[config.mk]
export PLATFORM = sky130hd
export DESIGN_NAME = i2c_master_transaction_engine_core
export DESIGN_NICKNAME = d
export VERILOG_FILES = /design/src/hdl/i2c_mte_pkg.sv /design/src/hdl/i2c_master_transaction_engine_core.sv /design/src/hdl/i2c_mte_in_stage.sv /design/src/hdl/i2c_mte_engine.sv /design/src/hdl/i2c_mte_out_stage.sv
export VERILOG_INCLUDE_DIRS = /design/src /design/src/hdl
export SDC_FILE = /design/constraint.sdc
export NUM_CORES = 1
export LEC_CHECK = 0
export BUFFER_PORTS_ARGS = -buffer_cell sky130_fd_sc_hd__buf_2
export CAP_MARGIN = 20
export CORE_AREA = 2 2 244 246
export CTS_CLUSTER_DIAMETER = 120
export DETAILED_ROUTE_END_ITERATION = 10
export DIE_AREA = 0 0 246 248
export PLACE_DENSITY = 0.43
export SLEW_MARGIN = 20
export SYNTH_ARGS = -nofsm -noshare
export SYNTH_HDL_FRONTEND = slang
export SYNTH_SLANG_ARGS = --single-unit
export TNS_END_PERCENT = 50
[constraint.sdc]
create_clock -name clk -period 6.6 [get_ports clk]
set_input_delay 0.99 -clock clk [delete_from_list [all_inputs] [get_ports clk]]
set_output_delay 0.99 -clock clk [all_outputs]
set_load 0.01 [all_outputs]
[src/hdl/i2c_master_transaction_engine_core_assert.svh]
// ----------------------------------------------------------------------------
// I2C master transaction engine assertion macros
// Shared concurrent assertion forms, sampled on clk, disabled during reset.
// ----------------------------------------------------------------------------
`ifndef I2C_MASTER_TRANSACTION_ENGINE_CORE_ASSERT_SVH
`define I2C_MASTER_TRANSACTION_ENGINE_CORE_ASSERT_SVH

// same-cycle implication
`define I2C_MTE_ASSERT_IMPL(label, ante, cons) \
    label: assert property (@(posedge clk) disable iff (!rst_n) (ante) |-> (cons)) \
        else $error("i2c_mte: assertion failed");

// next-cycle implication
`define I2C_MTE_ASSERT_NEXT(label, ante, cons) \
    label: assert property (@(posedge clk) disable iff (!rst_n) (ante) |=> (cons)) \
        else $error("i2c_mte: assertion failed");

`endif

[src/hdl/i2c_mte_pkg.sv]
// ----------------------------------------------------------------------------
// I2C master transaction engine package
// Shared constants, codes and transaction types.
// ----------------------------------------------------------------------------
package i2c_mte_pkg;

    localparam int MAX_BYTES = 16;
    localparam int BUF_AW    = (MAX_BYTES > 1) ? $clog2(MAX_BYTES) : 1;
    localparam int CNT_W     = $clog2(MAX_BYTES + 1);
    localparam int CMP_W     = (CNT_W > 5) ? CNT_W : 5;

    localparam logic [15:0] HPT_RESET     = 16'd5;
    localparam logic [7:0]  ADDR_WR_MASK  = 8'hFE;
    localparam logic [7:0]  ADDR_RD_BIT   = 8'h01;
    localparam logic [3:0]  BITS_PER_BYTE = 4'd8;

    // action codes
    localparam logic [1:0] ACT_LOAD  = 2'd0;
    localparam logic [1:0] ACT_START = 2'd1;
    localparam logic [1:0] ACT_TICK  = 2'd2;

    // transfer kinds
    localparam logic [1:0] KIND_WRITE  = 2'd0;
    localparam logic [1:0] KIND_READ   = 2'd1;
    localparam logic [1:0] KIND_MEM_WR = 2'd2;
    localparam logic [1:0] KIND_MEM_RD = 2'd3;

    typedef enum logic [6:0] {
        PH_IDLE  = 7'b0000001,
        PH_START = 7'b0000010,
        PH_SEND  = 7'b0000100,
        PH_RDACK = 7'b0001000,
        PH_READ  = 7'b0010000,
        PH_SACK  = 7'b0100000,
        PH_STOP  = 7'b1000000
    } phase_t;

    typedef enum logic [6:0] {
        ST_DEV     = 7'b0000001,
        ST_MEMHI   = 7'b0000010,
        ST_MEMLO   = 7'b0000100,
        ST_WDATA   = 7'b0001000,
        ST_RESTART = 7'b0010000,
        ST_DEV2    = 7'b0100000,
        ST_RDATA   = 7'b1000000
    } stage_t;

    typedef struct packed {
        logic [1:0]  action;
        logic [1:0]  kind;
        logic [7:0]  dev_addr;
        logic [15:0] mem_addr;
        logic        mem_addr_two;
        logic [4:0]  byte_count;
        logic [7:0]  data_byte;
        logic        sda_in;
    } in_item_t;

    typedef struct packed {
        logic       scl_out;
        logic       sda_out;
        logic       sda_input_mode;
        logic       busy_res;
        logic [7:0] rx_byte;
        logic       rx_valid;
        logic       done_res;
        logic       nack_seen;
    } res_item_t;

    typedef struct packed {
        logic [1:0]       kind;
        logic [7:0]       dev;
        logic [15:0]      mem;
        logic             two;
        logic [CNT_W-1:0] count;
    } request_t;

endpackage

[src/hdl/i2c_master_transaction_engine_core.sv]
// ----------------------------------------------------------------------------
// I2C master transaction engine core
// Runs a whole I2C write, read, memory write or memory read transaction.
// ----------------------------------------------------------------------------
// Usage:
//   The slave-side stream carries one command per transaction: load a write
//   byte, start a transfer, or a timebase tick (sda_in is the sampled line).
//   Every command yields exactly one result on the master-side stream with
//   the SCL/SDA levels to drive, busy, read data, done and the NACK flag.
//   cfg_wr_en/cfg_wr_data set the ticks per half bit period; write it only
//   while no transfer runs and the pipe is empty.
// Timing:
//   A command is registered in the input register and its result in the result
//   register. One command is accepted every cycle unless the result side stalls;
//   the step logic updates the bus sequencer state once per command.
// Reset:
//   rst_n clears the sequencer to idle with SCL and SDA high and the
//   half period at 5 ticks. Write buffer contents are not cleared.
// Backpressure:
//   When m_axis_tready is low the result register holds and s_axis_tready
//   drops once the input register is also full; nothing is dropped.
// ----------------------------------------------------------------------------
`include "i2c_master_transaction_engine_core_assert.svh"

module i2c_master_transaction_engine_core (
    input  logic        clk,
    input  logic        rst_n,
    input  logic        cfg_wr_en,
    input  logic [15:0] cfg_wr_data,
    input  logic        s_axis_tvalid,
    output logic        s_axis_tready,
    // dev_addr[7:0], mem_addr[23:8], mem_addr_two[24], byte_count[29:25],
    // data_byte[37:30], sda_in[38], pad[39]
    input  logic [39:0] s_axis_tdata,
    // action[1:0], kind[3:2]
    input  logic [3:0]  s_axis_tuser,
    output logic        m_axis_tvalid,
    input  logic        m_axis_tready,
    // scl_out[0], sda_out[1], sda_input_mode[2], busy_res[3], rx_byte[11:4],
    // rx_valid[12], done_res[13], nack_seen[14], pad[15]
    output logic [15:0] m_axis_tdata
);
    import i2c_mte_pkg::*;

    in_item_t  s_item;
    in_item_t  q_item;
    logic      q_valid;
    logic      q_ready;
    res_item_t eng_res;
    logic      eng_valid;
    logic      eng_ready;
    res_item_t out_res;

    always_comb
    begin
        s_item.action       = s_axis_tuser[1:0];
        s_item.kind         = s_axis_tuser[3:2];
        s_item.dev_addr     = s_axis_tdata[7:0];
        s_item.mem_addr     = s_axis_tdata[23:8];
        s_item.mem_addr_two = s_axis_tdata[24];
        s_item.byte_count   = s_axis_tdata[29:25];
        s_item.data_byte    = s_axis_tdata[37:30];
        s_item.sda_in       = s_axis_tdata[38];
    end

    i2c_mte_in_stage u_in_stage (
        .clk     (clk),
        .rst_n   (rst_n),
        .s_valid (s_axis_tvalid),
        .s_ready (s_axis_tready),
        .s_item  (s_item),
        .q_valid (q_valid),
        .q_ready (q_ready),
        .q_item  (q_item)
    );

    i2c_mte_engine u_engine (
        .clk         (clk),
        .rst_n       (rst_n),
        .cfg_wr_en   (cfg_wr_en),
        .cfg_wr_data (cfg_wr_data),
        .item_valid  (q_valid),
        .item_ready  (q_ready),
        .item        (q_item),
        .res_valid   (eng_valid),
        .res_ready   (eng_ready),
        .res         (eng_res)
    );

    i2c_mte_out_stage u_out_stage (
        .clk     (clk),
        .rst_n   (rst_n),
        .d_valid (eng_valid),
        .d_ready (eng_ready),
        .d_res   (eng_res),
        .m_valid (m_axis_tvalid),
        .m_ready (m_axis_tready),
        .m_res   (out_res)
    );

    assign m_axis_tdata = {1'b0, out_res.nack_seen, out_res.done_res, out_res.rx_valid,
                           out_res.rx_byte, out_res.busy_res, out_res.sda_input_mode,
                           out_res.sda_out, out_res.scl_out};

    // the stop condition ends the transfer on the same result
    `I2C_MTE_ASSERT_IMPL(a_done_not_busy, m_axis_tvalid && out_res.done_res, !out_res.busy_res)
    // a released SDA always reads back high
    `I2C_MTE_ASSERT_IMPL(a_release_high, m_axis_tvalid && out_res.sda_input_mode,
                         out_res.sda_out)
    // read data only on a completed byte, and never with done
    `I2C_MTE_ASSERT_IMPL(a_rx_clean, m_axis_tvalid && !out_res.rx_valid,
                         out_res.rx_byte == 8'd0)
    `I2C_MTE_ASSERT_IMPL(a_rx_busy, m_axis_tvalid && out_res.rx_valid,
                         out_res.busy_res && !out_res.done_res)
    // an engine result that is taken always shows up as a valid result
    `I2C_MTE_ASSERT_NEXT(a_out_load, eng_valid && eng_ready, m_axis_tvalid)

endmodule

[src/hdl/i2c_mte_in_stage.sv]
// ----------------------------------------------------------------------------
// I2C MTE input stage
// Registers one incoming transaction ahead of the engine.
// ----------------------------------------------------------------------------
module i2c_mte_in_stage (
    input  logic                 clk,
    input  logic                 rst_n,
    input  logic                 s_valid,
    output logic                 s_ready,
    input  i2c_mte_pkg::in_item_t s_item,
    output logic                 q_valid,
    input  logic                 q_ready,
    output i2c_mte_pkg::in_item_t q_item
);
    import i2c_mte_pkg::*;

    logic     vld_reg;
    in_item_t item_reg;

    assign s_ready = !vld_reg || q_ready;
    assign q_valid = vld_reg;
    assign q_item  = item_reg;

    always_ff @(posedge clk or negedge rst_n)
    begin
        if (!rst_n)
        begin
            vld_reg <= 1'b0;
        end
        else if (s_ready)
        begin
            vld_reg <= s_valid;
        end
    end

    always_ff @(posedge clk)
    begin
        if (s_ready && s_valid)
        begin
            item_reg <= s_item;
        end
    end

endmodule

[src/hdl/i2c_mte_engine.sv]
// ----------------------------------------------------------------------------
// I2C MTE engine
// Bus sequencer state, write buffer and one-step next-state logic.
// ----------------------------------------------------------------------------
module i2c_mte_engine (
    input  logic                   clk,
    input  logic                   rst_n,
    input  logic                   cfg_wr_en,
    input  logic [15:0]            cfg_wr_data,
    input  logic                   item_valid,
    output logic                   item_ready,
    input  i2c_mte_pkg::in_item_t  item,
    output logic                   res_valid,
    input  logic                   res_ready,
    output i2c_mte_pkg::res_item_t res
);
    import i2c_mte_pkg::*;

    typedef struct packed {
        phase_t           phase;
        logic [1:0]       step;
        stage_t           stage;
        logic [3:0]       bit_index;
        logic [15:0]      delay_count;
        logic [7:0]       shift_bits;
        logic [CNT_W-1:0] byte_index;
        logic [CNT_W-1:0] load_index;
        logic             nack_flag;
        request_t         req;
        logic             scl;
        logic             sda;
        logic             in_mode;
    } eng_state_t;

    localparam eng_state_t ST_RESET = '{
        phase:       PH_IDLE,
        step:        2'd0,
        stage:       ST_DEV,
        bit_index:   4'd0,
        delay_count: 16'd0,
        shift_bits:  8'd0,
        byte_index:  '0,
        load_index:  '0,
        nack_flag:   1'b0,
        req:         '0,
        scl:         1'b1,
        sda:         1'b1,
        in_mode:     1'b0
    };

    eng_state_t  st_reg;
    eng_state_t  st_next;
    logic [15:0] hpt_reg;
    logic [7:0]  wbuf_reg [MAX_BYTES];

    logic        fire;
    logic [15:0] hold_ticks;
    logic        run_en;
    logic        do_proc;
    logic        do_enter;
    logic        want_wr;
    logic        want_rd;
    phase_t      ent;
    logic        buf_we;
    logic        rx_flag;
    logic        done_flag;

    assign item_ready = res_ready;
    assign res_valid  = item_valid;
    assign fire       = item_valid && item_ready;
    assign hold_ticks = (hpt_reg == 16'd0) ? 16'd1 : hpt_reg;

    always_comb
    begin
        st_next   = st_reg;
        run_en    = 1'b0;
        do_proc   = 1'b0;
        do_enter  = 1'b0;
        want_wr   = 1'b0;
        want_rd   = 1'b0;
        ent       = PH_IDLE;
        buf_we    = 1'b0;
        rx_flag   = 1'b0;
        done_flag = 1'b0;

        case (item.action)
            ACT_LOAD:
            begin
                if (st_reg.phase == PH_IDLE && st_reg.load_index < CNT_W'(MAX_BYTES))
                begin
                    buf_we             = 1'b1;
                    st_next.load_index = st_reg.load_index + 1'b1;
                end
            end
            ACT_START:
            begin
                if (st_reg.phase == PH_IDLE)
                begin
                    st_next.req.kind = item.kind;
                    st_next.req.dev  = item.dev_addr;
                    st_next.req.mem  = item.mem_addr;
                    st_next.req.two  = item.mem_addr_two;
                    if (CMP_W'(item.byte_count) > CMP_W'(MAX_BYTES))
                    begin
                        st_next.req.count = CNT_W'(MAX_BYTES);
                    end
                    else
                    begin
                        st_next.req.count = CNT_W'(item.byte_count);
                    end
                    st_next.load_index = '0;
                    st_next.byte_index = '0;
                    st_next.nack_flag  = 1'b0;
                    st_next.stage      = ST_DEV;
                    ent                = PH_START;
                    do_enter           = 1'b1;
                end
            end
            ACT_TICK:
            begin
                if (st_reg.phase != PH_IDLE)
                begin
                    if (st_reg.delay_count > 16'd1)
                    begin
                        st_next.delay_count = st_reg.delay_count - 16'd1;
                    end
                    else
                    begin
                        st_next.delay_count = 16'd0;
                        run_en              = 1'b1;
                    end
                end
            end
            default:
            begin
            end
        endcase

        // finish the current step of the bus sequence
        if (run_en)
        begin
            case (st_reg.phase)
                PH_START:
                begin
                    case (st_reg.step)
                        2'd0:
                        begin
                            st_next.scl = 1'b1;
                            st_next.sda = 1'b1;
                            st_next.step = 2'd1;
                            st_next.delay_count = hold_ticks;
                        end
                        2'd1:
                        begin
                            st_next.sda = 1'b0;
                            st_next.step = 2'd2;
                            st_next.delay_count = hold_ticks;
                        end
                        2'd2:
                        begin
                            st_next.scl = 1'b0;
                            st_next.step = 2'd3;
                            st_next.delay_count = hold_ticks;
                        end
                        default:
                        begin
                            do_proc = 1'b1;
                        end
                    endcase
                end
                PH_SEND:
                begin
                    case (st_reg.step)
                        2'd0:
                        begin
                            st_next.scl = 1'b0;
                            st_next.step = 2'd1;
                            st_next.delay_count = hold_ticks;
                        end
                        2'd1:
                        begin
                            st_next.sda        = st_reg.shift_bits[7];
                            st_next.scl        = 1'b1;
                            st_next.shift_bits = {st_reg.shift_bits[6:0], 1'b0};
                            st_next.bit_index  = st_reg.bit_index + 4'd1;
                            st_next.step       = 2'd2;
                            st_next.delay_count = hold_ticks;
                        end
                        default:
                        begin
                            if (st_reg.bit_index < BITS_PER_BYTE)
                            begin
                                ent      = PH_SEND;
                                do_enter = 1'b1;
                            end
                            else
                            begin
                                st_next.scl = 1'b0;
                                do_proc     = 1'b1;
                            end
                        end
                    endcase
                end
                PH_RDACK:
                begin
                    case (st_reg.step)
                        2'd0:
                        begin
                            st_next.in_mode = 1'b1;
                            st_next.step = 2'd1;
                            st_next.delay_count = hold_ticks;
                        end
                        2'd1:
                        begin
                            st_next.scl = 1'b1;
                            st_next.step = 2'd2;
                            st_next.delay_count = hold_ticks;
                        end
                        default:
                        begin
                            st_next.nack_flag = st_reg.nack_flag | item.sda_in;
                            st_next.scl       = 1'b0;
                            st_next.in_mode   = 1'b0;
                            st_next.sda       = 1'b1;
                            do_proc           = 1'b1;
                        end
                    endcase
                end
                PH_READ:
                begin
                    case (st_reg.step)
                        2'd2:
                        begin
                            st_next.shift_bits = {st_reg.shift_bits[6:0], item.sda_in};
                            st_next.scl        = 1'b0;
                            st_next.bit_index  = st_reg.bit_index + 4'd1;
                            st_next.step       = 2'd3;
                            st_next.delay_count = hold_ticks;
                        end
                        2'd3:
                        begin
                            if (st_reg.bit_index < BITS_PER_BYTE)
                            begin
                                st_next.scl = 1'b1;
                                st_next.step = 2'd2;
                                st_next.delay_count = hold_ticks;
                            end
                            else
                            begin
                                st_next.in_mode    = 1'b0;
                                st_next.sda        = 1'b1;
                                rx_flag            = 1'b1;
                                st_next.byte_index = st_reg.byte_index + 1'b1;
                                do_proc            = 1'b1;
                            end
                        end
                        default:
                        begin
                            // step 0 passes straight through to raising SCL
                            if (st_reg.step == 2'd0)
                            begin
                                st_next.in_mode   = 1'b1;
                                st_next.bit_index = 4'd0;
                            end
                            st_next.scl = 1'b1;
                            st_next.step = 2'd2;
                            st_next.delay_count = hold_ticks;
                        end
                    endcase
                end
                PH_SACK:
                begin
                    case (st_reg.step)
                        2'd0:
                        begin
                            st_next.scl = 1'b0;
                            st_next.sda = !(st_reg.byte_index < st_reg.req.count);
                            st_next.step = 2'd1;
                            st_next.delay_count = hold_ticks;
                        end
                        2'd1:
                        begin
                            st_next.scl = 1'b1;
                            st_next.step = 2'd2;
                            st_next.delay_count = hold_ticks;
                        end
                        default:
                        begin
                            st_next.scl = 1'b0;
                            st_next.sda = 1'b1;
                            do_proc     = 1'b1;
                        end
                    endcase
                end
                PH_STOP:
                begin
                    case (st_reg.step)
                        2'd0:
                        begin
                            st_next.sda = 1'b0;
                            st_next.scl = 1'b0;
                            st_next.step = 2'd1;
                            st_next.delay_count = hold_ticks;
                        end
                        2'd1:
                        begin
                            st_next.scl = 1'b1;
                            st_next.step = 2'd2;
                            st_next.delay_count = hold_ticks;
                        end
                        2'd2:
                        begin
                            st_next.sda = 1'b1;
                            st_next.step = 2'd3;
                            st_next.delay_count = hold_ticks;
                        end
                        default:
                        begin
                            st_next.phase = PH_IDLE;
                            st_next.step  = 2'd0;
                            done_flag     = 1'b1;
                        end
                    endcase
                end
                default:
                begin
                    st_next.phase = PH_IDLE;
                    st_next.step  = 2'd0;
                end
            endcase
        end

        // choose the next phase of the transaction
        if (do_proc)
        begin
            do_enter = 1'b1;
            case (st_reg.phase)
                PH_START:
                begin
                    st_next.bit_index = 4'd0;
                    ent               = PH_SEND;
                    if (st_reg.stage == ST_RESTART)
                    begin
                        st_next.shift_bits = st_reg.req.dev | ADDR_RD_BIT;
                        st_next.stage      = ST_DEV2;
                    end
                    else
                    begin
                        st_next.shift_bits = (st_reg.req.kind == KIND_READ) ?
                                             (st_reg.req.dev | ADDR_RD_BIT) :
                                             (st_reg.req.dev & ADDR_WR_MASK);
                        st_next.stage      = ST_DEV;
                    end
                end
                PH_SEND:
                begin
                    ent = PH_RDACK;
                end
                PH_RDACK:
                begin
                    case (st_reg.stage)
                        ST_DEV:
                        begin
                            case (st_reg.req.kind)
                                KIND_WRITE:
                                begin
                                    want_wr = 1'b1;
                                end
                                KIND_READ:
                                begin
                                    want_rd = 1'b1;
                                end
                                default:
                                begin
                                    ent               = PH_SEND;
                                    st_next.bit_index = 4'd0;
                                    if (st_reg.req.two)
                                    begin
                                        st_next.shift_bits = st_reg.req.mem[15:8];
                                        st_next.stage      = ST_MEMHI;
                                    end
                                    else
                                    begin
                                        st_next.shift_bits = st_reg.req.mem[7:0];
                                        st_next.stage      = ST_MEMLO;
                                    end
                                end
                            endcase
                        end
                        ST_MEMHI:
                        begin
                            ent                = PH_SEND;
                            st_next.bit_index  = 4'd0;
                            st_next.shift_bits = st_reg.req.mem[7:0];
                            st_next.stage      = ST_MEMLO;
                        end
                        ST_MEMLO:
                        begin
                            if (st_reg.req.kind == KIND_MEM_WR)
                            begin
                                want_wr = 1'b1;
                            end
                            else
                            begin
                                // repeated start, then the address with the read bit
                                st_next.stage = ST_RESTART;
                                ent           = PH_START;
                            end
                        end
                        ST_WDATA:
                        begin
                            want_wr = 1'b1;
                        end
                        default:
                        begin
                            want_rd = 1'b1;
                        end
                    endcase
                end
                PH_READ:
                begin
                    ent = PH_SACK;
                end
                PH_SACK:
                begin
                    want_rd = 1'b1;
                end
                default:
                begin
                    ent = PH_STOP;
                end
            endcase

            if (want_wr)
            begin
                if (st_next.byte_index < st_reg.req.count)
                begin
                    st_next.shift_bits = wbuf_reg[st_next.byte_index[BUF_AW-1:0]];
                    st_next.bit_index  = 4'd0;
                    st_next.byte_index = st_next.byte_index + 1'b1;
                    st_next.stage      = ST_WDATA;
                    ent                = PH_SEND;
                end
                else
                begin
                    ent = PH_STOP;
                end
            end

            if (want_rd)
            begin
                if (st_next.byte_index < st_reg.req.count)
                begin
                    st_next.stage = ST_RDATA;
                    ent           = PH_READ;
                end
                else
                begin
                    ent = PH_STOP;
                end
            end
        end

        // first step of the entered phase
        if (do_enter)
        begin
            st_next.phase = ent;
            case (ent)
                PH_START:
                begin
                    st_next.scl = 1'b1;
                    st_next.sda = 1'b1;
                    st_next.step = 2'd1;
                    st_next.delay_count = hold_ticks;
                end
                PH_SEND:
                begin
                    st_next.scl = 1'b0;
                    st_next.step = 2'd1;
                    st_next.delay_count = hold_ticks;
                end
                PH_RDACK:
                begin
                    st_next.in_mode = 1'b1;
                    st_next.step = 2'd1;
                    st_next.delay_count = hold_ticks;
                end
                PH_READ:
                begin
                    st_next.in_mode   = 1'b1;
                    st_next.bit_index = 4'd0;
                    st_next.scl       = 1'b1;
                    st_next.step      = 2'd2;
                    st_next.delay_count = hold_ticks;
                end
                PH_SACK:
                begin
                    st_next.scl = 1'b0;
                    st_next.sda = !(st_next.byte_index < st_reg.req.count);
                    st_next.step = 2'd1;
                    st_next.delay_count = hold_ticks;
                end
                PH_STOP:
                begin
                    st_next.sda = 1'b0;
                    st_next.scl = 1'b0;
                    st_next.step = 2'd1;
                    st_next.delay_count = hold_ticks;
                end
                default:
                begin
                    st_next.phase = PH_IDLE;
                    st_next.step  = 2'd0;
                end
            endcase
        end
    end

    always_comb
    begin
        res.scl_out        = st_next.scl;
        res.sda_out        = st_next.in_mode | st_next.sda;
        res.sda_input_mode = st_next.in_mode;
        res.busy_res       = (st_next.phase != PH_IDLE);
        res.rx_byte        = rx_flag ? st_next.shift_bits : 8'd0;
        res.rx_valid       = rx_flag;
        res.done_res       = done_flag;
        res.nack_seen      = st_next.nack_flag;
    end

    always_ff @(posedge clk or negedge rst_n)
    begin
        if (!rst_n)
        begin
            st_reg  <= ST_RESET;
            hpt_reg <= HPT_RESET;
        end
        else
        begin
            if (fire)
            begin
                st_reg <= st_next;
            end
            if (cfg_wr_en)
            begin
                hpt_reg <= cfg_wr_data;
            end
        end
    end

    always_ff @(posedge clk)
    begin
        if (fire && buf_we)
        begin
            wbuf_reg[st_reg.load_index[BUF_AW-1:0]] <= item.data_byte;
        end
    end

endmodule

[src/hdl/i2c_mte_out_stage.sv]
// ----------------------------------------------------------------------------
// I2C MTE output stage
// Result register between the engine and the master-side stream.
// ----------------------------------------------------------------------------
module i2c_mte_out_stage (
    input  logic                   clk,
    input  logic                   rst_n,
    input  logic                   d_valid,
    output logic                   d_ready,
    input  i2c_mte_pkg::res_item_t d_res,
    output logic                   m_valid,
    input  logic                   m_ready,
    output i2c_mte_pkg::res_item_t m_res
);
    import i2c_mte_pkg::*;

    logic      vld_reg;
    res_item_t res_reg;

    assign d_ready = !vld_reg || m_ready;
    assign m_valid = vld_reg;
    assign m_res   = res_reg;

    always_ff @(posedge clk or negedge rst_n)
    begin
        if (!rst_n)
        begin
            vld_reg <= 1'b0;
        end
        else if (d_ready)
        begin
            vld_reg <= d_valid;
        end
    end

    always_ff @(posedge clk)
    begin
        if (d_ready && d_valid)
        begin
            res_reg <= d_res;
        end
    end

endmodule

# --- Yosys cells after proc, flatten, opt, wreduce, memory -nomap -nowiden ---
# Memories as Yosys holds them, arrays and structs flattened.
# Index checks and enable logic that the tools add are counted.
totals:
  inputBits: 65
  memories: 1
  ram_bits: 128
  out_inout_bits: 18
  ff_bits: 166
  elab_cells: 257
memory_table:
  columns: ["name", "depth", "width", "read_ports", "rd_ports_with_merged_regs", "wr", "line_no", "text"]
  rows:
  - ["u_engine.wbuf_reg", 16, 8, 1, 0, 1, "i2c_mte_engine.sv:54", "logic [7:0] wbuf_reg [MAX_BYTES];"]
classes:
  muxes: 140
  reduce_logical: 33
  eq_ne: 32
  bitwise: 2
  n_addsub: 5
  n_lt_le_gt_ge: 8
ops:
  columns: ["operator", "count"]
  rows:
  - ["16-bit 2-to-1 mux", 9]
  - ["7-bit 2-to-1 mux", 19]
  - ["33-bit 2-to-1 mux", 2]
  - ["13-bit 2-to-1 mux", 4]
  - ["16-bit case mux with 3 select lines", 1]
  - ["8-bit case mux with 2 select lines", 3]
  - ["11-bit 2-to-1 mux", 4]
  - ["43-bit 2-to-1 mux", 1]
  - ["7-bit case mux with 3 select lines", 2]
  - ["1-bit 2-to-1 mux", 41]
  - ["7-bit case mux with 5 select lines", 1]
  - ["8-bit 2-to-1 mux", 4]
  - ["5-bit 2-to-1 mux", 6]
  - ["1-bit case mux with 2 select lines", 14]
  - ["4-bit case mux with 2 select lines", 3]
  - ["11-bit case mux with 2 select lines", 1]
  - ["7-bit by 2-bit equality test with 1-bit output, second input constant", 3]
  - ["7-bit by 3-bit equality test with 1-bit output, second input constant", 3]
  - ["7-bit by 4-bit equality test with 1-bit output, second input constant", 3]
  - ["7-bit by 5-bit equality test with 1-bit output, second input constant", 3]
  - ["5-bit < comparator", 4]
  - ["20-bit 2-to-1 mux", 1]
  - ["9-bit 2-to-1 mux", 2]
  - ["16-bit by 1-bit greater-than comparator with 1-bit output, second input constant", 1]
  - ["43 further kinds", 85]

# --- Longest topological paths before layout ---
depth:
  word_depth: 23
  ltp_mapped: 27
  depth_no_buf: 25

# --- Cells and area by module ---
# A second synthesis with hierarchy kept.
hier_totals:
  hier_cells: 1318
  area_unflattened_um2: 14341.3
by_module_without_submodules:
  columns: ["module", "area_per_inst_um2", "seq_area_each_um2", "cells_each", "instances"]
  rows:
  - ["i2c_mte_engine", 12480.7, 6478.7, 1250, 1]
  - ["i2c_mte_in_stage", 1345.0, 1316.3, 47, 1]
  - ["i2c_mte_out_stage", 504.2, 475.5, 19, 1]
  - ["i2c_master_transaction_engine_core", 11.3, 0.0, 2, 1]

# --- Worst setup path before layout ---
# Ideal clock, no wire load.
synth_timing:
  path_type: "reg-to-reg"
  start: "register u_engine.st_reg[58] (netlist bit)"
  end: "register u_out_stage.res_reg (netlist bit u_out_stage.m_res[13]), data pin"
  path_stages_with_launch: 26
  setup_slack_ps: 722
  required_ps: 6340
  path_buffers: 3
  t_arrival_ps: 5618
  cell_sequence: "dfrtp_1 buf_6 or4_4 nor4_4 nand3_4 clkbuf_1 or3_1 a21oi_1 ha_1 and4_1 nor2b_1 nor2_1 and4_1 clkbuf_1 nand2_1 xnor2_1 ha_1 a21o_1 a21o_1 a21o_1 a311oi_1 nand2_1 o21ai_1 or4_4 a31oi_1 nand2_1"
synth_rtl:
  columns: ["item", "line_no", "text"]
  rows:
  - ["from (decl)", "i2c_mte_engine.sv:51", "eng_state_t st_reg;"]
  - ["from (signal assigned)", "i2c_mte_engine.sv:542", "st_reg <= st_next;"]
  - ["to (signal assigned)", "i2c_mte_out_stage.sv:40", "res_reg <= d_res;"]
  - ["to (decl)", "i2c_mte_out_stage.sv:18", "res_item_t res_reg;"]

==> flow_summary.json <==
{
  "outcome": "completed",
  "ys_seq_elements": 292,
  "diodes": 0,
  "rows": 89,
  "dr.pass1.iters": 5,
  "maxCapViolations": 0,
  "path_buf_inv": 0,
  "netlist-cell-type-count": 85,
  "num_vias": 11129,
  "grt_pass1_vias": 10934,
  "ctsHoldBuffers": 0,
  "overflow": 0,
  "fmax_mhz": 161,
  "postLayoutCoreUtil_pct": 29.2,
  "layout_commonest_cell": "nand2_1",
  "final-hold-violation-count": 0,
  "cp-start-kind": "register",
  "io_pins": 83,
  "cts_buffers": 38,
  "synth_edf_count": 185,
  "die_x_um": 246,
  "via_per_inst": 4.88,
  "area_delta_synth_final_pct": 18.2,
  "postRouteAntennaNets": 0,
  "use_met2_pct": 23.6,
  "dp_hpwl_um": 30900,
  "slowest_stage": "or4_1",
  "synth_ff_type": "edfxtp_1",
  "peakVddDrop_mv": 0.161,
  "track_usage_pct": 14.9,
  "p_per_area_nw_per_um2": 263,
  "insertion_delay_ns": 0.57,
  "initial_core_util_pct": 24.7,
  "critical_path_required_ns": 6.90,
  "seq_area_frac_synth_pct": 57.1,
  "root_buffer": "clkbuf_16",
  "crit_family": "simple AND/OR/NAND/NOR gates",
  "post-route-period-util_pct": 94.2,
  "netlist_instances": 1393,
  "max-slew-margin-rel_pct": 24.3,
  "cp_max_fo": 8,
  "coreArea_sq_um": 58500,
  "synth_top_area_cell": "edfxtp_1",
  "synth_fp_nets": 1488,
  "h-tree-depth": 2,
  "gp_congestion": 0.868,
  "synthTopCellsByArea": "edfxtp_1 39%, dfrtp_1 18%, nand2_1 6.8%, a21oi_1 4.2%, o21ai_0 3.0%",
  "max_stage_delay_ns": 0.63,
  "drtIter0Drc": 918,
  "port-buffer-count": 79,
  "finClkSkew_ns": 0.0222,
  "rsz0062_at_grt": "no",
  "largest_reg_flops": 128,
  "arrival_ns": 6.52,
  "synthArstFlopShare_pct": 36.6,
  "die_area_sq_um": 61000,
  "route.detailed.drc": 0,
  "tightest_slew_ns": 1.11,
  "fin_nets": 1573,
  "path_cells": "or4_1 > a211oi_2 > nand3_4 > or3_1 > a21oi_2 > ha_1 > and4_1 > nor2b_1 > nor2_1 > and4_1 > nand2_1 > xnor2_1 > ha_1 > a21o_1 > a21o_1 > a21o_1 > a311oi_1 > nand2_1 > o21ai_1 > or4_4 > a31oi_1 > nand2_1",
  "die_h_um": 248,
  "endpoint_kind": "register",
  "worst-setup-path-type": "register to register",
  "period_needed_ns": 6.22,
  "holdCritPathClass": "register to register",
  "grt_util_met1_pct": 20.6,
  "wl_per_cell_um": 19.8,
  "numClockSinks": 292,
  "yosys.area.top_type_share_pct": 38.5,
  "syn_area_sq_um": 14400,
  "antenna_found_initial": 0,
  "final_cell_mix": "261 x nand2_1, 185 x edfxtp_1, 121 x a21oi_1",
  "yosysWarnings": 0,
  "finalSetupViolCount": 0,
  "avgSynthCellArea_sq_um": 10.4,
  "cts_tree": "built",
  "p_leak_nw": 6.57,
  "grt_pass1_wl_um": 69000,
  "slew_viol_final": 0,
  "grt-busiest-layer": "met2",
  "setup_tns_ns": 0,
  "cts_max_path_buffers": 3,
  "cts.clk_slew.worst_paths_ns": 0.06,
  "grt_max_degree": 64,
  "drive_above_1_share_pct": 15.6,
  "wl_um": 45200,
  "use_met3_pct": 2.13
}
-- final timing paths --
| check | startpoint | end | slack (ns) | cells past startpoint |
|---|---|---|---|---|
| worst max-delay path | u_engine.st_reg[60] | u_out_stage.m_res[13] | 0.38 | 22 |
| worst min-delay path | u_in_stage.q_item[16] | u_engine.st_reg[10] | 0.44 | 2 |
| worst max register to register | u_engine.st_reg[60] | u_out_stage.m_res[13] | 0.38 | 22 |
| worst min register to register | u_in_stage.q_item[16] | u_engine.st_reg[10] | 0.44 | 2 |
| max in group asynchronous | rst_n | u_engine.st_reg[5] | 4.86 | 2 |
| min in group asynchronous | rst_n | u_engine.hpt_reg[15] | 0.49 | 1 |
-- power by group --
group | total [W] | leakage [nW] | internal (W) | switching [W]
registers | 0.00213 | 3.05 | 0.00203 | 0.0000957
clock network | 0.00208 | 0.609 | 0.00123 | 0.000849
logic | 0.000282 | 2.91 | 0.000116 | 0.000166
-- routing by layer --
metal,share of wire (%),wire (um)
met5,0,0
met4,2.7,1210
met3,4.4,1980
met2,46,20800
met1,47,21100
-- synthesized netlist by cell type (6+ instances only) --
master and number:
a22oi_1 19, and3_1 13, o21ai_0 86, a21oi_1 122
nand4b_1 12, nor4_1 11, o21a_1 8, xor2_1 6
nand2_1 262, clkbuf_1 58, dfrtp_1 101, ha_1 30
o21ai_1 10, nand4_1 11, nand2b_1 20, o31ai_1 7
a221oi_1 6, nor2b_1 7, a31oi_1 23, or3_1 7
xnor2_1 6, nor3_1 20, nor2_1 99, nand3b_1 9
o22ai_1 13, mux2_2 23, inv_1 25, a211o_1 7
a21o_1 12, and2_1 9, dfstp_2 6, nand3_1 45
buf_2 6, edfxtp_1 185, mux2i_1 7
-- stage by stage --
step	cells	total power, W	hold slack [ns]	cell area, sq um	setup WS, ns
global placement	2211	0.00244	0.435	15800	0.408
floorplan	1393	0.00232	0.415	14400	0.722
global route	2281	0.00467	0.456	17100	0.106
finish	2281	0.00449	0.440	17100	0.383
detailed placement	2211	0.00245	0.432	15800	0.296
CTS	2281	0.00455	0.445	17000	0.278
-- final cells by class --
class / count / area, sq um
well taps: 773 / 967
clock buffers: 50 / 1030
clock inverters: 20 / 224
fillers: 6061 / 41400
repair buffers: 120 / 706
flip-flops and latches: 292 / 8240
multi-input cells: 997 / 5780
inverters: 29 / 109
-- worst register-to-register path: stages, from the launching register on --
cell,delay [ns]
dfrtp_1,0.46
or4_1,0.63
a211oi_2,0.37
nand3_4,0.17
or3_1,0.39
a21oi_2,0.30
ha_1,0.32
and4_1,0.24
nor2b_1,0.15
nor2_1,0.15
and4_1,0.34
nand2_1,0.16
xnor2_1,0.17
ha_1,0.30
a21o_1,0.11
a21o_1,0.12
a21o_1,0.14
a311oi_1,0.07
nand2_1,0.18
o21ai_1,0.16
or4_4,0.60
a31oi_1,0.34
nand2_1,0.10
-- logic make-up after synthesis --
| kind of cell | Yosys count | synth area share (%) |
|---|---|---|
| AOI/OAI and AO/OA | 363 | 15.4 |
| other | 1 | 0.0260 |
| adders and majority gates | 30 | 2.60 |
| muxes | 33 | 2.64 |
| and+or+nand+nor | 557 | 18.3 |
| DFF | 292 | 57.1 |
| buffers and inverters | 104 | 2.97 |
| xor gates and xnor gates | 13 | 0.920 |
-- repair_timing --
| action | in CTS | in global routing |
|---|---|---|
| setup buffers | 0 | 0 |
| setup endpoints to repair | 0 | 3 |
| resized for setup | 0 | 1 |
| endpoints found under the hold margin | 0 | 0 |
(Power assumes the default switching activity.)
